==> config.mk <==
export PLATFORM = sky130hd
export DESIGN_NAME = ack_dedup_table_core
export DESIGN_NICKNAME = d
export VERILOG_FILES = /design/src/hdl/adt_pkg.sv /design/src/hdl/adt_cell.sv /design/src/hdl/ack_dedup_table_core.sv
export VERILOG_INCLUDE_DIRS = /design/src /design/src/hdl
export SDC_FILE = /design/constraint.sdc
export NUM_CORES = 2
export LEC_CHECK = 0
export BUFFER_PORTS_ARGS = -buffer_cell sky130_fd_sc_hd__buf_2
export CORE_ASPECT_RATIO = 0.6
export CORE_MARGIN = 4
export CORE_UTILIZATION = 46
export DETAILED_ROUTE_END_ITERATION = 8
export PLACE_DENSITY = 0.67
export SETUP_SLACK_MARGIN = 0.02
export SKIP_LAST_GASP = 1
export SYNTH_ARGS = -nofsm -noshare
export SYNTH_HDL_FRONTEND = slang
export SYNTH_SLANG_ARGS = --single-unit
==> constraint.sdc <==
create_clock -name clk -period 4.15 [get_ports clk]
set_input_delay 0.415 -clock clk [delete_from_list [all_inputs] [get_ports clk]]
set_output_delay 0.415 -clock clk [all_outputs]
set_load 0.1 [all_outputs]
==> src/hdl/ack_dedup_table_core_assert.svh <==
// Assertion macros shared by the ack dedup table RTL.
`ifndef ACK_DEDUP_TABLE_CORE_ASSERT_SVH
`define ACK_DEDUP_TABLE_CORE_ASSERT_SVH

// Check that post holds in the same cycle as pre.
`define ADT_ASSERT_SAME(label, pre, post, msg) \
  label: assert property (@(posedge clk) disable iff (!rst_n) (pre) |-> (post)) \
    else $error(msg);

// Check that post holds in the cycle after pre.
`define ADT_ASSERT_NEXT(label, pre, post, msg) \
  label: assert property (@(posedge clk) disable iff (!rst_n) (pre) |=> (post)) \
    else $error(msg);

`endif

==> src/hdl/adt_pkg.sv <==
// Shared constants and types for the ack dedup table.
`timescale 1ns / 1ps

package adt_pkg;

  localparam int DEPTH  = 20;
  localparam int ID_W   = 16;
  localparam int SRC_W  = 16;
  localparam int MODE_W = 8;
  localparam int IDX_W  = $clog2(DEPTH);
  localparam int CNT_W  = $clog2(DEPTH + 1);
  localparam int LOC_W  = 5;
  localparam int HIDX_W = 5;
  localparam int OCC_W  = 5;

  localparam int IN_DATA_W  = 48;
  localparam int IN_USER_W  = 2;
  localparam int OUT_DATA_W = 16;

  localparam int ID_LSB   = 0;
  localparam int SRC_LSB  = 16;
  localparam int MODE_LSB = 32;
  localparam int LOC_LSB  = 40;

  localparam logic [1:0] REQ_ADD    = 2'd0;
  localparam logic [1:0] REQ_QUERY  = 2'd1;
  localparam logic [1:0] REQ_REMOVE = 2'd2;

  typedef struct packed {
    logic [ID_W-1:0]   id;
    logic [SRC_W-1:0]  src;
    logic [MODE_W-1:0] mode;
  } entry_t;

  typedef struct packed {
    logic             vld;
    logic             found;
    logic [IDX_W-1:0] idx;
  } probe_t;

  typedef struct packed {
    logic             shift_en;
    logic [IDX_W-1:0] shift_pos;
    entry_t           shift_tail;
    logic             write_en;
    logic [IDX_W-1:0] write_idx;
    entry_t           key;
    logic [CNT_W-1:0] count;
  } cell_ctl_t;

endpackage

==> src/hdl/adt_cell.sv <==
// One table slot: holds an entry, shifts down from its neighbor or takes a written key, and passes the probe token.
`timescale 1ns / 1ps

module adt_cell (
  input  logic                    clk,
  input  logic                    rst_n,
  input  logic [adt_pkg::IDX_W-1:0] cell_idx,
  input  adt_pkg::cell_ctl_t      ctl,
  input  adt_pkg::entry_t         up_entry,
  output adt_pkg::entry_t         entry_out,
  input  adt_pkg::probe_t         probe_in,
  output adt_pkg::probe_t         probe_out
);

  adt_pkg::entry_t entry_r;
  adt_pkg::entry_t entry_nxt;
  adt_pkg::probe_t probe_r;
  adt_pkg::probe_t probe_nxt;
  logic            hit_here;

  assign hit_here = (adt_pkg::CNT_W'(cell_idx) < ctl.count) && (entry_r == ctl.key);

  always_comb begin
    probe_nxt = probe_in;
    if (probe_in.vld && !probe_in.found && hit_here) begin
      probe_nxt.found = 1'b1;
      probe_nxt.idx   = cell_idx;
    end
  end

  always_comb begin
    entry_nxt = entry_r;
    if (ctl.shift_en && (cell_idx >= ctl.shift_pos)) begin
      entry_nxt = up_entry;
    end else if (ctl.write_en && (cell_idx == ctl.write_idx)) begin
      entry_nxt = ctl.key;
    end
  end

  always_ff @(posedge clk) begin
    if (!rst_n) begin
      entry_r <= '0;
      probe_r <= '0;
    end else begin
      entry_r <= entry_nxt;
      probe_r <= probe_nxt;
    end
  end

  assign entry_out = entry_r;
  assign probe_out = probe_r;

endmodule

==> src/hdl/ack_dedup_table_core.sv <==
// Top level of the ack dedup table: request sequencer and the row of slot cells.
`timescale 1ns / 1ps
//
//  channel | dir | handshake          | payload
//  in      | in  | in_tvalid/tready   | tuser: req_type; tdata: id, source, mode, location
//  out     | out | out_tvalid/tready  | tdata: accepted, hit, hit_index, occupancy
//
//  Add and query with nonzero keys run a probe pass (the probe token walks one
//  cell per cycle) before the apply step.
//  Remove, unused codes and empty keys skip the probe and go straight to apply.
//  Reset clears every slot and the count at once; no clearing pass.
//  A result waits in the output register; a new beat is taken meanwhile, and the
//  sequencer holds in its apply step only while that register is still full.

module ack_dedup_table_core (
  input  logic                             clk,
  input  logic                             rst_n,
  input  logic                             in_tvalid,
  output logic                             in_tready,
  // [1:0] req_type
  input  logic [adt_pkg::IN_USER_W-1:0]    in_tuser,
  // [15:0] ack_id, [31:16] source_addr, [39:32] ack_mode, [44:40] location, [47:45] zero
  input  logic [adt_pkg::IN_DATA_W-1:0]    in_tdata,
  output logic                             out_tvalid,
  input  logic                             out_tready,
  // [0] accepted, [1] hit, [6:2] hit_index, [11:7] occupancy, [15:12] zero
  output logic [adt_pkg::OUT_DATA_W-1:0]   out_tdata
);

  typedef enum logic [1:0] {
    S_IDLE,
    S_PROBE,
    S_APPLY
  } state_t;

  state_t                       state_r;
  logic [1:0]                   req_r;
  adt_pkg::entry_t              key_r;
  logic                         keys_ok_r;
  logic [adt_pkg::LOC_W-1:0]    loc_r;
  logic [adt_pkg::CNT_W-1:0]    count_r;
  logic [adt_pkg::CNT_W-1:0]    count_nxt;
  logic                         found_r;
  logic [adt_pkg::IDX_W-1:0]    found_idx_r;
  logic                         launch_r;
  logic                         out_valid_r;
  logic [adt_pkg::OUT_DATA_W-1:0] out_data_r;

  adt_pkg::entry_t              in_key;
  logic                         in_keys_ok;
  logic                         in_beat;
  logic                         apply_go;
  adt_pkg::cell_ctl_t           ctl;
  adt_pkg::probe_t              probe_head;
  adt_pkg::probe_t              probe_tail;
  logic                         res_acc;
  logic                         res_hit;
  logic [adt_pkg::IDX_W-1:0]    res_idx;
  logic                         do_shift;
  logic [adt_pkg::IDX_W-1:0]    shift_pos;
  adt_pkg::entry_t              shift_tail;
  logic                         do_write;
  logic                         probe_end;
  logic                         add_go;

  adt_pkg::entry_t              cell_entry [adt_pkg::DEPTH];
  adt_pkg::entry_t              cell_up    [adt_pkg::DEPTH];
  adt_pkg::probe_t              cell_probe [adt_pkg::DEPTH + 1];
  logic [adt_pkg::DEPTH-1:0]    probe_vld;

  assign in_key.id   = in_tdata[adt_pkg::ID_LSB   +: adt_pkg::ID_W];
  assign in_key.src  = in_tdata[adt_pkg::SRC_LSB  +: adt_pkg::SRC_W];
  assign in_key.mode = in_tdata[adt_pkg::MODE_LSB +: adt_pkg::MODE_W];
  assign in_keys_ok  = (in_key.id != '0) && (in_key.src != '0) && (in_key.mode != '0);

  assign in_tready = (state_r == S_IDLE);
  assign in_beat   = in_tvalid && in_tready;
  assign apply_go  = (state_r == S_APPLY) && (!out_valid_r || out_tready);

  always_comb begin
    res_acc    = 1'b0;
    res_hit    = 1'b0;
    res_idx    = '0;
    do_shift   = 1'b0;
    shift_pos  = '0;
    shift_tail = '0;
    do_write   = 1'b0;
    count_nxt  = count_r;
    unique case (req_r)
      adt_pkg::REQ_ADD: begin
        if (keys_ok_r) begin
          res_acc = 1'b1;
          if (found_r) begin
            res_hit = 1'b1;
            res_idx = found_idx_r;
          end else if (count_r == adt_pkg::CNT_W'(adt_pkg::DEPTH)) begin
            do_shift   = 1'b1;
            shift_tail = key_r;
            res_idx    = adt_pkg::IDX_W'(adt_pkg::DEPTH - 1);
          end else begin
            do_write  = 1'b1;
            res_idx   = count_r[adt_pkg::IDX_W-1:0];
            count_nxt = count_r + 1'b1;
          end
        end
      end
      adt_pkg::REQ_QUERY: begin
        if (keys_ok_r && found_r) begin
          res_acc = 1'b1;
          res_hit = 1'b1;
          res_idx = found_idx_r;
        end
      end
      adt_pkg::REQ_REMOVE: begin
        if (loc_r < adt_pkg::LOC_W'(count_r)) begin
          do_shift  = 1'b1;
          shift_pos = loc_r[adt_pkg::IDX_W-1:0];
          count_nxt = count_r - 1'b1;
        end
      end
      default: begin
      end
    endcase
  end

  assign ctl.shift_en   = apply_go && do_shift;
  assign ctl.shift_pos  = shift_pos;
  assign ctl.shift_tail = shift_tail;
  assign ctl.write_en   = apply_go && do_write;
  assign ctl.write_idx  = count_r[adt_pkg::IDX_W-1:0];
  assign ctl.key        = key_r;
  assign ctl.count      = count_r;

  assign probe_head.vld   = launch_r;
  assign probe_head.found = 1'b0;
  assign probe_head.idx   = '0;
  assign cell_probe[0]    = probe_head;
  assign probe_tail       = cell_probe[adt_pkg::DEPTH];

  for (genvar i = 0; i < adt_pkg::DEPTH; i++) begin : g_cell
    if (i == adt_pkg::DEPTH - 1) begin : g_top
      assign cell_up[i] = ctl.shift_tail;
    end else begin : g_mid
      assign cell_up[i] = cell_entry[i + 1];
    end
    assign probe_vld[i] = cell_probe[i + 1].vld;

    adt_cell u_cell (
      .clk       (clk),
      .rst_n     (rst_n),
      .cell_idx  (adt_pkg::IDX_W'(i)),
      .ctl       (ctl),
      .up_entry  (cell_up[i]),
      .entry_out (cell_entry[i]),
      .probe_in  (cell_probe[i]),
      .probe_out (cell_probe[i + 1])
    );
  end

  always_ff @(posedge clk) begin
    if (!rst_n) begin
      state_r     <= S_IDLE;
      count_r     <= '0;
      launch_r    <= 1'b0;
      out_valid_r <= 1'b0;
      found_r     <= 1'b0;
    end else begin
      launch_r <= 1'b0;
      unique case (state_r)
        S_IDLE: begin
          if (in_beat) begin
            req_r     <= in_tuser;
            key_r     <= in_key;
            keys_ok_r <= in_keys_ok;
            loc_r     <= in_tdata[adt_pkg::LOC_LSB +: adt_pkg::LOC_W];
            found_r   <= 1'b0;
            if (in_keys_ok &&
                ((in_tuser == adt_pkg::REQ_ADD) || (in_tuser == adt_pkg::REQ_QUERY))) begin
              launch_r <= 1'b1;
              state_r  <= S_PROBE;
            end else begin
              state_r <= S_APPLY;
            end
          end
        end
        S_PROBE: begin
          if (probe_tail.vld) begin
            found_r     <= probe_tail.found;
            found_idx_r <= probe_tail.idx;
            state_r     <= S_APPLY;
          end
        end
        S_APPLY: begin
          if (apply_go) begin
            count_r    <= count_nxt;
            out_data_r <= {4'b0000, adt_pkg::OCC_W'(count_nxt),
                           adt_pkg::HIDX_W'(res_idx), res_hit, res_acc};
            state_r    <= S_IDLE;
          end
        end
        default: begin
          state_r <= S_IDLE;
        end
      endcase
      if (apply_go) begin
        out_valid_r <= 1'b1;
      end else if (out_tready) begin
        out_valid_r <= 1'b0;
      end
    end
  end

  assign out_tvalid = out_valid_r;
  assign out_tdata  = out_data_r;

  assign probe_end = (state_r == S_PROBE) && probe_tail.vld;
  assign add_go    = apply_go && (req_r == adt_pkg::REQ_ADD) && keys_ok_r;

`include "ack_dedup_table_core_assert.svh"

  `ADT_ASSERT_SAME(a_count_bound, 1'b1, count_r <= adt_pkg::CNT_W'(adt_pkg::DEPTH), "count high")
  `ADT_ASSERT_SAME(a_one_token, 1'b1, $countones(probe_vld) <= 1, "several probe tokens")
  `ADT_ASSERT_NEXT(a_probe_done, probe_end, state_r == S_APPLY, "probe end missed")
  `ADT_ASSERT_NEXT(a_add_fills, add_go, count_r != '0, "add left table empty")

endmodule
==> impl_summary.txt <==
----------------------------------------------------
[Synthesis]
  Simple-gate share of the synthesized area ... between 10% and 20%
  Syn avg cell area ... 9.05 um2
  Number of enable flip-flop cells after synthesis ... 65
  Synthesized area ... 50000 um2
  Gate count of the mapped netlist ... 5527
  Asr flop ratio synth ... 0%
  #FFs+latches synth ... ~980
  Library cell with the largest summed area after synthesis ... sky130_fd_sc_hd__dfxtp_1
  Yosys cell types ... 88
  Share of the synthesized area in the top cell type ... between 30% and 40%
  Count of warnings emitted by yosys ... 0
  Cell types occupying the most area after synthesis ... sky130_fd_sc_hd__dfxtp_1, sky130_fd_sc_hd__mux2i_1, sky130_fd_sc_hd__xor2_1
  Count leader, synth ... sky130_fd_sc_hd__dfxtp_1
  Xor and xnor fraction of the mapped netlist area ... ~14%
  Sequential cell area fraction in the yosys report ... a little over 40%
  Share of the synthesized area in compound gates (AO/OA/AOI/OAI) ... between 10% and 20%
  Multiplexer fraction of the synthesized cell area ... approximately 8%
  Most frequent cells after synthesis ... sky130_fd_sc_hd__dfxtp_1, sky130_fd_sc_hd__nor2_1, sky130_fd_sc_hd__a211oi_1, sky130_fd_sc_hd__xor2_1, sky130_fd_sc_hd__mux2i_1
  Dominant combinational cell family by area after synthesis ... compound AO/OA/AOI/OAI gates
  Main flop type after synthesis ... sky130_fd_sc_hd__dfxtp_1
  Arithmetic-cell share of the synthesized area counting full adders, half adders and majority gates ... less than 1%

[Power]
  Proportion of power drawn by the clock network ... between 40% and 50%
  Portion of total power attributed to combinational logic ... approximately 6.9%
  Sequential share of power ... roughly 48%
  Net switching power of the design ... approximately 5200 uW
  Sw Ratio ... roughly a quarter
  Power density over the cells ... 369 nW/um2
  Worst IR Drop VDD ... between 200 and 300 uV
  Static Leak ... 0.0219 uW
  Internal power component ... 15400 uW

[Global route]
  Largest net degree at the start of global routing ... 145
  Overflow left after global routing ... 0
  Number of antenna violations at the first check in global routing ... 7
  Via count of the first global-routing pass ... between 40000 and 50000
  Wire length of the first global-routing pass ... 278000 um
  GRT Util Overall ... 32.1%

[Hold path]
  Worst hold path depth ... 3
  Endpoint of the worst hold path ... out_tvalid$_SDFFE_PN0P_
  Start point of the worst hold path ... out_tready
  Class of the tightest hold or removal check ... in2reg

[Setup path]
  Maximum fanout encountered on the critical timing path ... 36
  Slowest Stage Delay on Critical Path ... roughly 0.83 ns
  Worst endpoint data arrival time ... 4.27 ns
  Most common cell on crit path ... sky130_fd_sc_hd__buf_4
  Kind of start point of the critical path ... flip-flop
  Start of the worst register-to-register path ... count_r[1]$_SDFFE_PN0P_
  Crit Path Class ... reg2reg
  Required @ worst endpoint ... 4.78 ns
  Kind of cell adding the most delay to the critical path ... buffers and inverters
  Endpoint of the worst-slack reg-to-reg timing path ... g_cell[6].u_cell.entry_out[4]$_SDFFE_PN0P_
  Setup crit end kind ... flip-flop
  CP max-delay cell ... sky130_fd_sc_hd__o22ai_4
  Number of cells on the worst reg-to-reg path ... 10
  Crit path cell chain ... clkinv_1 > ha_1 > and4b_1 > inv_1 > nor4_4 > buf_4 > o22ai_4 > buf_4 > nor2_1 > a211oi_1
  Number of buffer and inverter instances along the worst setup path ... 4
  Flop2flop setup slack ... about 0.51 ns

[Floorplanning]
  Std-Cell Core Area ... between 100000 and 150000 um2
  Io pins ... 72
  Row Count ... 93
  Floorplan die height ... about 260 um
  Starting utilization of the core area ... a little under half
  Width of the chip ... roughly 430 um
  DIE AREA ... about 110000 um2

[Clock network]
  Number of buffers between clock root and the deepest sink ... 3
  Clock buffer count from CTS ... roughly 90
  CTS tree ... done
  Max H-tree Level ... 3
  Clk_lat worst skew ... roughly 0.73 ns
  Sink Count ... 984
  CTS root buf ... sky130_fd_sc_hd__clkbuf_16
  Post_cts resized ... 0
  Clock-pin slew reported for the worst setup and hold paths after clock tree synthesis ... around 0.070 ns
  Post-CTS setup-driven buffer insertion count ... 0

[Place]
  Buffers on Ports ... 64
  Post-placement cell count ... around 6700
  Sum of net half-perimeters after detailed placement ... 135000 um
  Routability congestion estimate ... 0.954

[Layout]
  Fillers ... slightly below 10000
  Nets ... around 5500
  Share of final-layout standard cells stronger than drive strength 1 ... a little under a tenth
  Number of standard cells in the final layout excluding fillers ... approximately 6900
  Area growth, synth to finish ... 11.5%

[STA]
  RSZ-0062 raised after global routing ... false
  Worst Clk Skew ... between 0.04 and 0.05 ns
  Slew at the pin closest to its max-slew limit ... 1.23 ns
  Crit share post-route ... between 80% and 90%
  Worst max-slew margin expressed relative to the limit ... between 10% and 20%
  Hold violation total from the final report ... 0
  Max Fclk ... 0.275 GHz
  Fin. max-slew vios ... 0
  Post-route minimum period ... 3.64 ns
  Total negative slack ... 0 ns
  Number of failing setup endpoints in the final timing report ... 0

[Route]
  Average wire per cell in the routed design ... 27.5 um
  Violation count after the first detailed-route iteration ... between 7000 and 8000
  Final routed DRC violation total ... 0
  Total length of routed met2 wires ... a little over 70000 um
  Remaining antenna violation count ... 0
  Met1 wire length ... slightly above 80000 um
  Total wire length after detailed routing ... roughly 190000 um
  Routed wl met3 ... around 29000 um
  TritonRoute pass-1 iters ... 7
  Average vias per placed instance ... around 6.4
  Top layer used by detailed routing ... met5
  DR vias ... approximately 44000

[Flow run]
  Max_cap viols ... 0

[Run status]
  Result of the run ... finished, final reports clean

----------------------------------------------------
==> how the worst max path moves through the flow <==
stage                                                              end               startpoint  cells past startpoint
after CTS                  g_cell[6].u_cell.entry_out[26]$_SDFFE_PN0P_  count_r[1]$_SDFFE_PN0P_                     10
after global placement     g_cell[6].u_cell.entry_out[12]$_SDFFE_PN0P_  count_r[1]$_SDFFE_PN0P_                     10
after detailed placement   g_cell[6].u_cell.entry_out[26]$_SDFFE_PN0P_  count_r[1]$_SDFFE_PN0P_                     10
after global routing      g_cell[16].u_cell.entry_out[36]$_SDFFE_PN0P_  count_r[4]$_SDFFE_PN0P_                     10
final                       g_cell[6].u_cell.entry_out[4]$_SDFFE_PN0P_  count_r[1]$_SDFFE_PN0P_                     10
after floorplan                                      ctl[10]$_DFFE_PP_  state_r[0]$_SDFFE_PN0P_                      4
==> area by class of cell <==
type	instances	area (um2)	area share, %
antenna	5	12.5	0.0224
clock buffer	129	2660	4.76
clock inverter	41	594	1.07
inverter	43	169	0.303
multi-input combinational	3925	27200	48.8
sequential	984	20300	36.5
tap	1425	1780	3.20
timing repair buffer	356	2960	5.30
==> metal layers <==
layer	vias up	global-route usage [%]
li1	19500	-
met1	21600	48.1
met2	2804	41.7
met3	375	12.0
met4	4	9.77
met5	-	0
==> registers in the layout, indices dropped and copies added, names as in the netlist <==
register,count
g_cell.u_cell.entry_out,800
g_cell.u_cell.probe_out,109
ctl,40
out_tdata,12
count_r,5
found_idx_r,5
loc_r,5
req_r,2
state_r,2
found_r,1
keys_ok_r,1
launch_r,1
out_tvalid,1
==> stage by stage <==
step                      area [um2]  total power, uW  setup WS, ns  hold WS [ns]  utilization, %
final                          55800            20600         0.512        0.0578            51.9
after global routing           55700            21000         0.310        0.0661            51.8
after CTS                      55700            20500         0.617        0.0252            51.8
after detailed placement       52000            11300         0.646         0.394            48.4
after global placement         52000            11300         0.710         0.388            48.4
after floorplan                50000            10700         0.734         0.386               -
==> what timing repair did <==
| item | 4_1_cts | 5_1_grt |
|---|---|---|
| hold endpoints to repair | 48 | 0 |
| endpoints found under the setup margin | 0 | 0 |
| hold buffers | 47 | 0 |
==> cell usage in the layout (no fill, tap or decap), types with 18 or more instances in the layout <==
cell type / n
sky130_fd_sc_hd__a211oi_1: 447
sky130_fd_sc_hd__a21oi_1: 343
sky130_fd_sc_hd__a221o_1: 95
sky130_fd_sc_hd__a22o_1: 40
sky130_fd_sc_hd__a22oi_1: 117
sky130_fd_sc_hd__and2_1: 81
sky130_fd_sc_hd__and3_1: 45
sky130_fd_sc_hd__buf_12: 26
sky130_fd_sc_hd__buf_2: 63
sky130_fd_sc_hd__buf_4: 220
sky130_fd_sc_hd__clkbuf_1: 20
sky130_fd_sc_hd__clkbuf_16: 96
sky130_fd_sc_hd__clkinv_2: 18
sky130_fd_sc_hd__dfxtp_1: 919
sky130_fd_sc_hd__dlygate4sd3_1: 47
sky130_fd_sc_hd__edfxtp_1: 65
sky130_fd_sc_hd__inv_1: 39
sky130_fd_sc_hd__mux2i_1: 404
sky130_fd_sc_hd__nand2_1: 218
sky130_fd_sc_hd__nand3_1: 85
sky130_fd_sc_hd__nand4_1: 111
sky130_fd_sc_hd__nor2_1: 614
sky130_fd_sc_hd__nor3_1: 61
sky130_fd_sc_hd__nor4_1: 136
sky130_fd_sc_hd__o21a_1: 42
sky130_fd_sc_hd__o21ai_0: 57
sky130_fd_sc_hd__o2bb2ai_1: 40
sky130_fd_sc_hd__xnor2_1: 331
sky130_fd_sc_hd__xor2_1: 441
==> power by group through the flow <==
stage	Clock [uW]	Sequential (uW)	Combinational, uW
floorplan	0	9870	835
global placement	0	9960	1320
detailed placement	0	9960	1320
CTS	9390	9750	1360
global route	9760	9750	1470
finish	9380	9760	1420
==> worst register-to-register path: stages (launching register included) <==
cell                       delay, ns
sky130_fd_sc_hd__dfxtp_1        0.34
sky130_fd_sc_hd__clkinv_1       0.21
sky130_fd_sc_hd__ha_1           0.45
sky130_fd_sc_hd__and4b_1        0.37
sky130_fd_sc_hd__inv_1          0.19
sky130_fd_sc_hd__nor4_4         0.08
sky130_fd_sc_hd__buf_4          0.20
sky130_fd_sc_hd__o22ai_4        0.83
sky130_fd_sc_hd__buf_4          0.55
sky130_fd_sc_hd__nor2_1         0.11
sky130_fd_sc_hd__a211oi_1       0.22
==> cell families after synthesis <==
kind of cell,Yosys count
AND/OR/NAND/NOR,1432
AO/OA/AOI/OAI,1303
flip-flops,984
XOR/XNOR,772
buffers and inverters,621
multiplexers,404
adder cells (fa/ha/maj),10
other,1
No activity file was read; power rests on OpenSTA's default activity.
